==> config.mk <==
export PLATFORM = sky130hd
export DESIGN_NAME = pdh_divider
export DESIGN_NICKNAME = d
export VERILOG_FILES = /design/src/hdl/pdh_pkg.sv /design/src/hdl/pdh_divider.sv
export SDC_FILE = /design/constraint.sdc
export NUM_CORES = 1
export LEC_CHECK = 0
export BUFFER_PORTS_ARGS = -buffer_cell sky130_fd_sc_hd__buf_2
export CORE_UTILIZATION = 40
export CTS_BUF_LIST = sky130_fd_sc_hd__clkbuf_8
export DETAILED_ROUTE_END_ITERATION = 10
export MAX_ROUTING_LAYER = met4
export PLACE_DENSITY = 0.7
export SYNTH_ARGS = -nofsm -noshare
export SYNTH_HDL_FRONTEND = slang
export SYNTH_SLANG_ARGS = --single-unit
==> constraint.sdc <==
create_clock -name clk -period 4 [get_ports clk]
set_clock_uncertainty 0.2 [all_clocks]
set_input_delay 0.4 -clock clk [delete_from_list [all_inputs] [get_ports clk]]
set_output_delay 0.4 -clock clk [all_outputs]
set_load 0.005 [all_outputs]
==> src/hdl/pdh_pkg.sv <==
// Package for the pair distance histogram unit.
// Holds the sizing constants and the record and result beat structs.
// No dependencies.
`default_nettype none

package pdh_pkg;

	localparam int NUM_BINS   = 1024;
	localparam int BIN_BITS   = $clog2(NUM_BINS);
	localparam int POS_BITS   = 28;
	localparam int BSIZE_BITS = 21;
	localparam int CHROM_BITS = 8;
	localparam int CNT_BITS   = 32;

	typedef struct packed {
		logic [CHROM_BITS-1:0] first_chromosome;
		logic [CHROM_BITS-1:0] second_chromosome;
		logic [POS_BITS-1:0]   first_site;
		logic [POS_BITS-1:0]   second_site;
	} rec_t;

	typedef struct packed {
		logic                is_inter;
		logic [BIN_BITS-1:0] bin_index;
		logic [CNT_BITS-1:0] bin_count;
		logic [CNT_BITS-1:0] inter_total;
		logic [CNT_BITS-1:0] intra_total;
	} res_t;

	// saturating increment of a 32-bit counter
	function automatic logic [CNT_BITS-1:0] sat_inc(input logic [CNT_BITS-1:0] v);
		logic [CNT_BITS-1:0] r;
		r = (&v) ? v : v + {{(CNT_BITS-1){1'b0}}, 1'b1};
		return r;
	endfunction

endpackage

`default_nettype wire

==> src/hdl/pdh_divider.sv <==
// Serial restoring divider: one quotient bit per cycle.
// Depends on pdh_pkg for the position and bin size widths.
`default_nettype none

module pdh_divider (
	input  wire logic                             clk,
	input  wire logic                             arst_n,
	input  wire logic                             start,
	input  wire logic [pdh_pkg::POS_BITS-1:0]     dividend,
	input  wire logic [pdh_pkg::BSIZE_BITS-1:0]   divisor,
	output logic                                  done,
	output logic [pdh_pkg::POS_BITS-1:0]          quotient
);

	localparam int STEP_W = $clog2(pdh_pkg::POS_BITS);
	localparam logic [STEP_W-1:0] LAST_STEP = STEP_W'(pdh_pkg::POS_BITS - 1);

	logic                              busy_q;
	logic [STEP_W-1:0]                 step_q;
	logic [pdh_pkg::BSIZE_BITS-1:0]    rem_q;
	logic [pdh_pkg::BSIZE_BITS-1:0]    dvs_q;
	logic [pdh_pkg::POS_BITS-1:0]      quo_q;
	logic [pdh_pkg::BSIZE_BITS:0]      trial;
	logic                              fits;
	logic [pdh_pkg::BSIZE_BITS:0]      diff;

	// a zero divisor always fits, so the quotient comes out all ones
	assign trial = {rem_q, quo_q[pdh_pkg::POS_BITS-1]};
	assign fits  = (trial >= {1'b0, dvs_q});
	assign diff  = trial - {1'b0, dvs_q};

	always_ff @(posedge clk or negedge arst_n) begin
		if (!arst_n) begin
			busy_q <= 1'b0;
			step_q <= '0;
			done   <= 1'b0;
		end else begin
			done <= 1'b0;
			if (start) begin
				busy_q <= 1'b1;
				step_q <= '0;
			end else if (busy_q) begin
				step_q <= step_q + STEP_W'(1);
				if (step_q == LAST_STEP) begin
					busy_q <= 1'b0;
					done   <= 1'b1;
				end
			end
		end
	end

	always_ff @(posedge clk) begin
		if (start) begin
			rem_q <= '0;
			dvs_q <= divisor;
			quo_q <= dividend;
		end else if (busy_q) begin
			rem_q <= fits ? diff[pdh_pkg::BSIZE_BITS-1:0] : trial[pdh_pkg::BSIZE_BITS-1:0];
			quo_q <= {quo_q[pdh_pkg::POS_BITS-2:0], fits};
		end
	end

	assign quotient = quo_q;

endmodule

`default_nettype wire

# [Word-level counts from Yosys, hierarchy flattened]
# Cells that the tools add are included.
[op_classes] add_sub_neg=2 n_lt_le_gt_ge=1 n_eq_ne=1 mux=11 n_reduce_logical=1
[op_table] cell="2-to-1 mux 28 bit" n=2
[op_table] cell="greater-or-equal comparator 22 x 21 -> 1 bit" n=1
[op_table] cell="2-to-1 mux 21 bit" n=1
[op_table] cell="subtractor 21 bit" n=1
[op_table] cell="2-to-1 mux 5 bit" n=2
[op_table] cell="2-to-1 mux 1 bit" n=6
[op_table] cell="adder 5 x 1 -> 5 bit (second input constant)" n=1
[op_table] cell="== test 5 bit (second input constant)" n=1
[op_table] cell="nonzero test 2 bit" n=1
[word_totals] regBits=77 inputBits=52 out_inout_bits=29

# [Logic depth before layout (Yosys ltp)]
# Gate-level depths: netlist (run 1).
[depth] ltp_word=4 mapped_depth=12

# [Worst setup path before layout (run 1)]
# OpenSTA, ideal clock, no wires.
[synth_timing] kind="register -> register" startpoint="register quo_q (netlist bit quotient[27])" endpoint="register quo_q (netlist bit quotient[0]) (data pin)" setup_ps=260 t_arrival_ps=2634 t_required_ps=3540 setup_slack_ps=906 path_stages_with_launch=12 period_less_slack_ps=3094 cell_sequence="edfxtp_1 -> inv_1 -> ha_1 -> inv_1 -> fa_1 -> a21oi_1 -> o221ai_2 -> a311oi_2 -> a31o_1 -> nand2_1 -> buf_4 -> mux2_2"
[synth_via] elab_chain_cells=3
[synth_lines] element="from (decl)" line_no="pdh_divider.sv:22" rtl="logic [pdh_pkg::POS_BITS-1:0] quo_q;"
[synth_lines] element="from (signal assigned)" line_no="pdh_divider.sv:56" rtl="quo_q <= dividend;"
[synth_lines] element="from (signal assigned)" line_no="pdh_divider.sv:59" rtl="quo_q <= {quo_q[pdh_pkg::POS_BITS-2:0], fits};"
[synth_lines] element="greater-or-equal comparator 22 x 21 -> 1 bit" line_no="pdh_divider.sv:29" rtl="assign fits = (trial >= {1'b0, dvs_q});"
[synth_lines] element="2-to-1 mux 28 bit" line_no="pdh_divider.sv:57" rtl="end else if (busy_q) begin"
[synth_lines] element="2-to-1 mux 28 bit" line_no="pdh_divider.sv:53" rtl="if (start) begin"
# No other way between the ends. The select of a mux whose other input is x is not followed.
# A chain may end at the register's enable or synchronous reset.

# [Worst setup path in the final report (run 1)]
# Ends and elaborated chain as after synthesis.

==> reports/qor.txt, run 1 <==
Seq/Total Area, Yosys -> 0.484
Outcome -> completed
Post-synth top area share -> 0.344
Clock transition at path regs -> 0.08 ns
VDD IR max -> 0.254 mV
Share of cells above drive strength 1 -> 0.273
Commonest non-fill, non-tap cell in the layout -> buf_2
Yosys warns -> 0
Crit Path Category -> flip-flop to flip-flop
Seq cells post-synth -> 77
Multiplexer share of the synthesized area -> 0.0761
P&R area growth vs syn -> 17.0%
Synth Area in Adders -> 0.0691
Main synth FF type -> edfxtp_1
Final wirelength -> 9600 um
Setup_tns -> 0 ns
Core area -> 10300 um2
Total chip power -> 0.00284 W
Inserted Clock Buffers -> 9
Synth cell types -> 55
CP startpoint kind -> flip-flop
Placer Congestion -> 0.883
Post-route cell area -> 5000 um2
Largest family of logic cells by synthesized area -> compound AO/OA/AOI/OAI gates
Fin crit share -> 0.826
Chip Height -> 105 um
Die area -> 11100 um2
Vias in the first global route -> 3446
Compound-cell area share of the yosys netlist -> 0.168
GRT Overall Usage -> 0.188
Arr. time, crit path -> 3.22 ns
Post-Syn Nets -> 478
Final core utilization -> 0.484
Detailed Place HPWL -> 6900 um
Placed Instances -> 605
Max-cap violation count -> 0
Port Buffers -> 80
Slew margin rel. -> 0.598
Leak pwr -> 2.16 nW
Routed WL per cell -> 15.4 um
Fin. max-slew vios -> 0
Starting density of the core -> 0.414
Nets -> 558
CTS tree -> yes
Final Setup Violations -> 0
Xor/xnor share of the synthesized area -> 0.0307
Top post-synthesis cells by area -> edfxtp_1 (34%), dfxtp_1 (9.8%), mux2_2 (7.4%), ha_1 (6.4%), dfrtp_1 (4.1%)
Clock sink total -> 77
Critical path peak fanout -> 9
Pin count of the biggest net entering global routing -> 48
Post-Syn Area -> 4270 um2
DP Area -> 4810 um2
Post-route ant nets -> 0
Vias after detailed routing -> 3368
Most frequent cells in the layout -> buf_2 (80), edfxtp_1 (49), nor2_1 (34)
Clk buf depth -> 2
Initial DRC Count -> 196
Synthesized area per cell -> 10.6 um2
Ant. Diodes -> 0
Minimum clock period -> 3.30 ns
Worst-margin pin slew -> 0.599 ns
DRC Markers -> 0
Initial antenna violation count -> 0
Number of synthesized flops with an enable pin -> 49
Final cell count without fillers -> 624
Highest Clock Rate -> 303 MHz
Vias per cell -> 5.40
Post-synth top area cell -> edfxtp_1
Simple-gate share of the synthesized area -> 0.126
First drt pass iteration count -> 4
Row count -> 37
Pwr dens -> 568 nW/um2
Mapped Cells -> 403
First-pass GRT wire length -> 16200 um
Worst skew pair latency -> 0.36 ns
H-tree levels -> 3
Asr flop ratio synth -> 0.0909
Final Hold Fails -> 0
CP endpoint kind -> flip-flop
RSZ-0062 raised after global routing -> no
Required time of the critical path -> 3.91 ns
Hold WC Path Type -> primary input to flip-flop
R2r setup slk -> 0.70 ns
Clk Tree Root Cell -> clkbuf_8
Die width -> 105 um
Top Ports -> 81
Total global routing overflow -> 0
path summary, 6_finish.rpt:
kind,cells past startpoint,to,startpoint
hold / removal,1,dvs_q[18],divisor[18]
hold reg to reg,2,rem_q[10],rem_q[10]
setup reg to reg,10,quotient[0],quotient[27]
min in group asynchronous,2,step_q[3],arst_n
max in group asynchronous,2,step_q[1],arst_n
setup / recovery,10,quotient[0],quotient[27]
synth_stat cells (4+ instances only):
| cell type | count |
|---|---|
| edfxtp_1 | 49 |
| nor2_1 | 34 |
| nand2_1 | 32 |
| inv_1 | 28 |
| mux2_2 | 28 |
| a21oi_1 | 24 |
| ha_1 | 22 |
| dfxtp_1 | 21 |
| clkbuf_1 | 13 |
| a311oi_1 | 12 |
| a21o_1 | 11 |
| nand3_1 | 11 |
| o21a_1 | 9 |
| xor2_1 | 9 |
| dfrtp_1 | 7 |
| nand4_1 | 6 |
| nor2b_1 | 6 |
| xnor2_1 | 6 |
| nor3_1 | 5 |
| o21ai_1 | 5 |
| a211oi_1 | 4 |
| nand2b_1 | 4 |
| o21ai_0 | 4 |
| or3_1 | 4 |
kinds of logic (layout without fill, tap and decap cells):
logic type,Yosys count,in the layout
xor+xnor,15,15
fa+ha+maj,23,23
simple gates,113,113
compound gates,98,98
buf+inv,48,133
flops,77,77
mux,29,29
layer usage:
| layer | up-vias | track usage | wire, um |
|---|---|---|---|
| li1 | 1650 | - | - |
| met1 | 1569 | 0.242 | 4480 |
| met2 | 131 | 0.288 | 4310 |
| met3 | 18 | 0.0402 | 620 |
| met4 | 0 | 0.0744 | 191 |
| met5 | - | - | 0 |
sequential cells by signal (all words and copies together), names as in the netlist:
signal    cells
step_q        5
quotient     28
busy_q        1
rem_q        21
done          1
dvs_q        21
worst max-delay path, stage by stage (launching register included):
cell and delay (ns):
edfxtp_1 0.42, inv_1 0.08, ha_1 0.16, inv_1 0.06, fa_1 0.40, a21oi_1 0.29, o221ai_2 0.16, a311oi_2 0.47
a31o_1 0.24, nand2_1 0.23, mux2_2 0.35
layout make-up:
cell class	instances	area (um2)
Clock buffer	9	124
Clock inverter	7	41.3
Fill cell	976	5320
Inverter	28	105
Multi-Input combinational cell	278	2010
Sequential cell	77	2070
Tap cell	136	170
Timing Repair Buffer	89	488
timing repair:
action,in CTS,in global routing
endpoints found under the hold margin,7,2
gates resized for setup,0,0
hold buffers,1,2
endpoints found under the setup margin,0,0
setup buffers,0,0
power by group:
group          internal (W)  leakage (nW)  switching (W)
clock network      0.000222        0.0863       0.000298
logic              0.000520          1.31       0.000692
registers          0.000999         0.764       0.000108
per-stage QoR:
stage,hold slack [ns],worst slack [ns]
floorplan,-0.0956,0.906
global placement,0.0392,0.798
detailed placement,0.0451,0.718
CTS,0.00329,0.693
global route,0.000197,0.440
finish,0.0164,0.695
Power figures use the tool's default switching activity.
==> run 2: changes to the inputs <==
==> constraint.sdc (replaced) <==
create_clock -name clk -period 3.13 [get_ports clk]
set_clock_uncertainty 0.2 [all_clocks]
set_input_delay 0.313 -clock clk [delete_from_list [all_inputs] [get_ports clk]]
set_output_delay 0.313 -clock clk [all_outputs]
set_load 0.005 [all_outputs]
==> run 2 against run 1 <==
  * Worst hold slack better by 0.040 ns
  * Register-to-register slack worse by 0.60 ns
  * Count of clock-buffer cells in the layout is the same
  * Utilization grew 3.4 points
  * Via count increased by 2.7%
  * Global-route usage fell by 0.53 points
  * Design area increased by 7.1%
  * Critical endpoint is now rem_q[16]
  * Largest cell class unchanged
  * Largest power group unchanged
  * Highest routed layer unchanged
==> reports/qor.txt, run 2 (same netlist as run 1, synthesis figures left out) <==
Total chip power -> 0.00403 W (was 0.00284 W)
Commonest non-fill, non-tap cell in the layout -> buf_2 (unchanged)
Row count -> 37 (unchanged)
Met3 Use GR -> 0.0489 (was 0.0402)
Hold WC Path Type -> primary input to flip-flop (unchanged)
Vias per cell -> 5.31 (was 5.40)
Highest Clock Rate -> 330 MHz (was 303 MHz)
Top Ports -> 81 (unchanged)
Die area -> 11100 um2 (unchanged)
GR peak layer -> met2 (unchanged)
Final core utilization -> 0.519 (was 0.484)
Starting density of the core -> 0.414 (unchanged)
Worst-path cell chain -> inv_1 > ha_2 > inv_2 > fa_2 > a21oi_4 > o221ai_4 > a311oi_4 > a211oi_2 > o21a_1 > or3_1 > a311oi_2 (was inv_1 > ha_1 > inv_1 > fa_1 > a21oi_1 > o221ai_2 > a311oi_2 > a31o_1 > nand2_1 > mux2_2)
Setup ws final -> 0.0993 ns (was 0.695 ns)
Outcome -> completed (unchanged)
Inserted Clock Buffers -> 9 (unchanged)
H-tree levels -> 3 (unchanged)
R2r setup slk -> 0.1 ns (was 0.70 ns)
Port Buffers -> 80 (unchanged)
Most frequent cells in the layout -> buf_2 (80), edfxtp_1 (49), nor2_1 (34) (unchanged)
Total global routing overflow -> 0 (unchanged)
Nets -> 585 (was 558)
Core area -> 10300 um2 (unchanged)
Final Setup Violations -> 0 (unchanged)
Worst Reg2Reg Path Length in Cells -> 11 (was 10)
Clock sink total -> 77 (unchanged)
Ant. Diodes -> 0 (unchanged)
CP max-delay cell -> a311oi_4 (was a311oi_2)
CTS tree -> yes (unchanged)
Final Hold Fails -> 0 (unchanged)
GRT Overall Usage -> 0.182 (was 0.188)
Fin. max-slew vios -> 0 (unchanged)
Clock transition at path regs -> 0.09 ns (was 0.08 ns)
CP startpoint kind -> flip-flop (unchanged)
Minimum clock period -> 3.03 ns (was 3.30 ns)
Clk buf depth -> 2 (unchanged)
Fin crit share -> 0.968 (was 0.826)
Reg2reg end -> rem_q[16] (was quotient[0])
Pin count of the biggest net entering global routing -> 36 (was 48)
CP max stage delay -> 0.42 ns (was 0.47 ns)
Detailed Place HPWL -> 6700 um (was 6900 um)
Worst skew pair latency -> 0.35 ns (was 0.36 ns)
Worst-margin pin slew -> 1.06 ns (was 0.599 ns)
Placer Congestion -> 0.881 (was 0.883)
DRC Markers -> 0 (unchanged)
Max-cap violation count -> 0 (unchanged)
Met1 GRT Util -> 0.231 (was 0.242)
Post-route ant nets -> 0 (unchanged)
Initial antenna violation count -> 0 (unchanged)
First drt pass iteration count -> 4 (unchanged)
RSZ-0062 raised after global routing -> yes (was no)
P&R area growth vs syn -> 25.3% (was 17.0%)
Hold Path Sink -> quotient[13] (was dvs_q[18])
Leak pwr -> 2.31 nW (was 2.16 nW)
Hold Crit Depth -> 2 (was 1)
Initial DRC Count -> 170 (was 196)
First-pass GRT wire length -> 15700 um (was 16200 um)
Place WS -> -0.0247 ns (was 0.718 ns)
Vias after detailed routing -> 3458 (was 3368)
Setup_tns -> 0 ns (unchanged)
Crit Path Category -> flip-flop to flip-flop (unchanged)
Vias in the first global route -> 3398 (was 3446)
Clk Tree Root Cell -> clkbuf_8 (unchanged)
Pwr dens -> 752 nW/um2 (was 568 nW/um2)
Final wirelength -> 9700 um (was 9600 um)
Arr. time, crit path -> 3.10 ns (was 3.22 ns)
Chip Height -> 105 um (unchanged)
Met2 Resource Use GR -> 0.287 (was 0.288)
Hold path startpoint -> dividend[13] (was divisor[18])
Largest register FFs -> 28 (unchanged)
VDD IR max -> 0.397 mV (was 0.254 mV)
CP endpoint kind -> flip-flop (unchanged)
Die width -> 105 um (unchanged)
Share of cells above drive strength 1 -> 0.285 (was 0.273)
RR Startpoint -> quotient[27] (unchanged)
Routed WL per cell -> 14.9 um (was 15.4 um)
Slew margin rel. -> 0.294 (was 0.598)
Critical path peak fanout -> 4 (was 9)
Required time of the critical path -> 3.20 ns (was 3.91 ns)
WHS -> 0.0563 ns (was 0.0164 ns)
-- run 2: changes by cell type in the layout (fill, tap and decap cells not counted), moves of 2 or more --
| cell | change |
|---|---|
| bufinv_16 | +3 |
| clkinv_1 | -2 |
| dlygate4sd3_1 | +19 |
| buf_4 | +9 |
-- run 2: through the flow --
step | area, um2 | std cells
after global placement | 4830 | 610
after detailed placement | 4830 | 610
final | 5360 | 651
after CTS | 5300 | 648
after floorplan | 4270 | 403
after global routing | 5360 | 651
-- run 2: final cells by class --
| cell class | instances | area [um2] |
|---|---|---|
| sequential | 77 | 2070 |
| timing repair buffer | 116 | 726 |
| tap | 136 | 170 |
| clock inverter | 7 | 115 |
| inverter | 28 | 105 |
| multi-input combinational | 278 | 2050 |
| clock buffer | 9 | 124 |
| fill | 921 | 4970 |
-- run 2: routing by layer --
| layer | routed length, um | vias to the layer above |
|---|---|---|
| li1 | - | 1697 |
| met1 | 4500 | 1624 |
| met2 | 4450 | 125 |
| met3 | 623 | 12 |
| met4 | 128 | 0 |
| met5 | 0 | - |
-- run 2: timing repair --
action	CTS	global route
setup buffers	0	3
endpoints found under the hold margin	28	0
gates resized for setup	1	7
hold buffers	22	0
cloned	0	0
pin swaps	1	9
setup endpoints to repair	2	20
-- run 2: critical path, delay by kind of cell (launching register included) --
| kind | cells | cell delay [ns] |
|---|---|---|
| buffers and inverters | 2 | 0.12 |
| AOI/OAI and AO/OA | 6 | 1.33 |
| and+or+nand+nor | 1 | 0.31 |
| adders and majority gates | 2 | 0.57 |
| DFF | 1 | 0.41 |
-- run 2: how the worst max path moves through the flow --
| stage | start | end | slack (ns) |
|---|---|---|---|
| CTS | quotient[27] | rem_q[16] | 0.01 |
| floorplan | quotient[27] | quotient[0] | 0.04 |
| finish | quotient[27] | rem_q[16] | 0.1 |
| global route | quotient[27] | rem_q[16] | -0.06 |
| detailed placement | quotient[27] | rem_q[16] | -0.02 |
| global placement | quotient[27] | rem_q[16] | 0.04 |
-- run 2: where the power goes --
part	switching (W)	internal, W	total [W]
registers	0.000141	0.00128	0.00142
logic	0.000935	0.000759	0.00169
clock network	0.000387	0.000529	0.000916
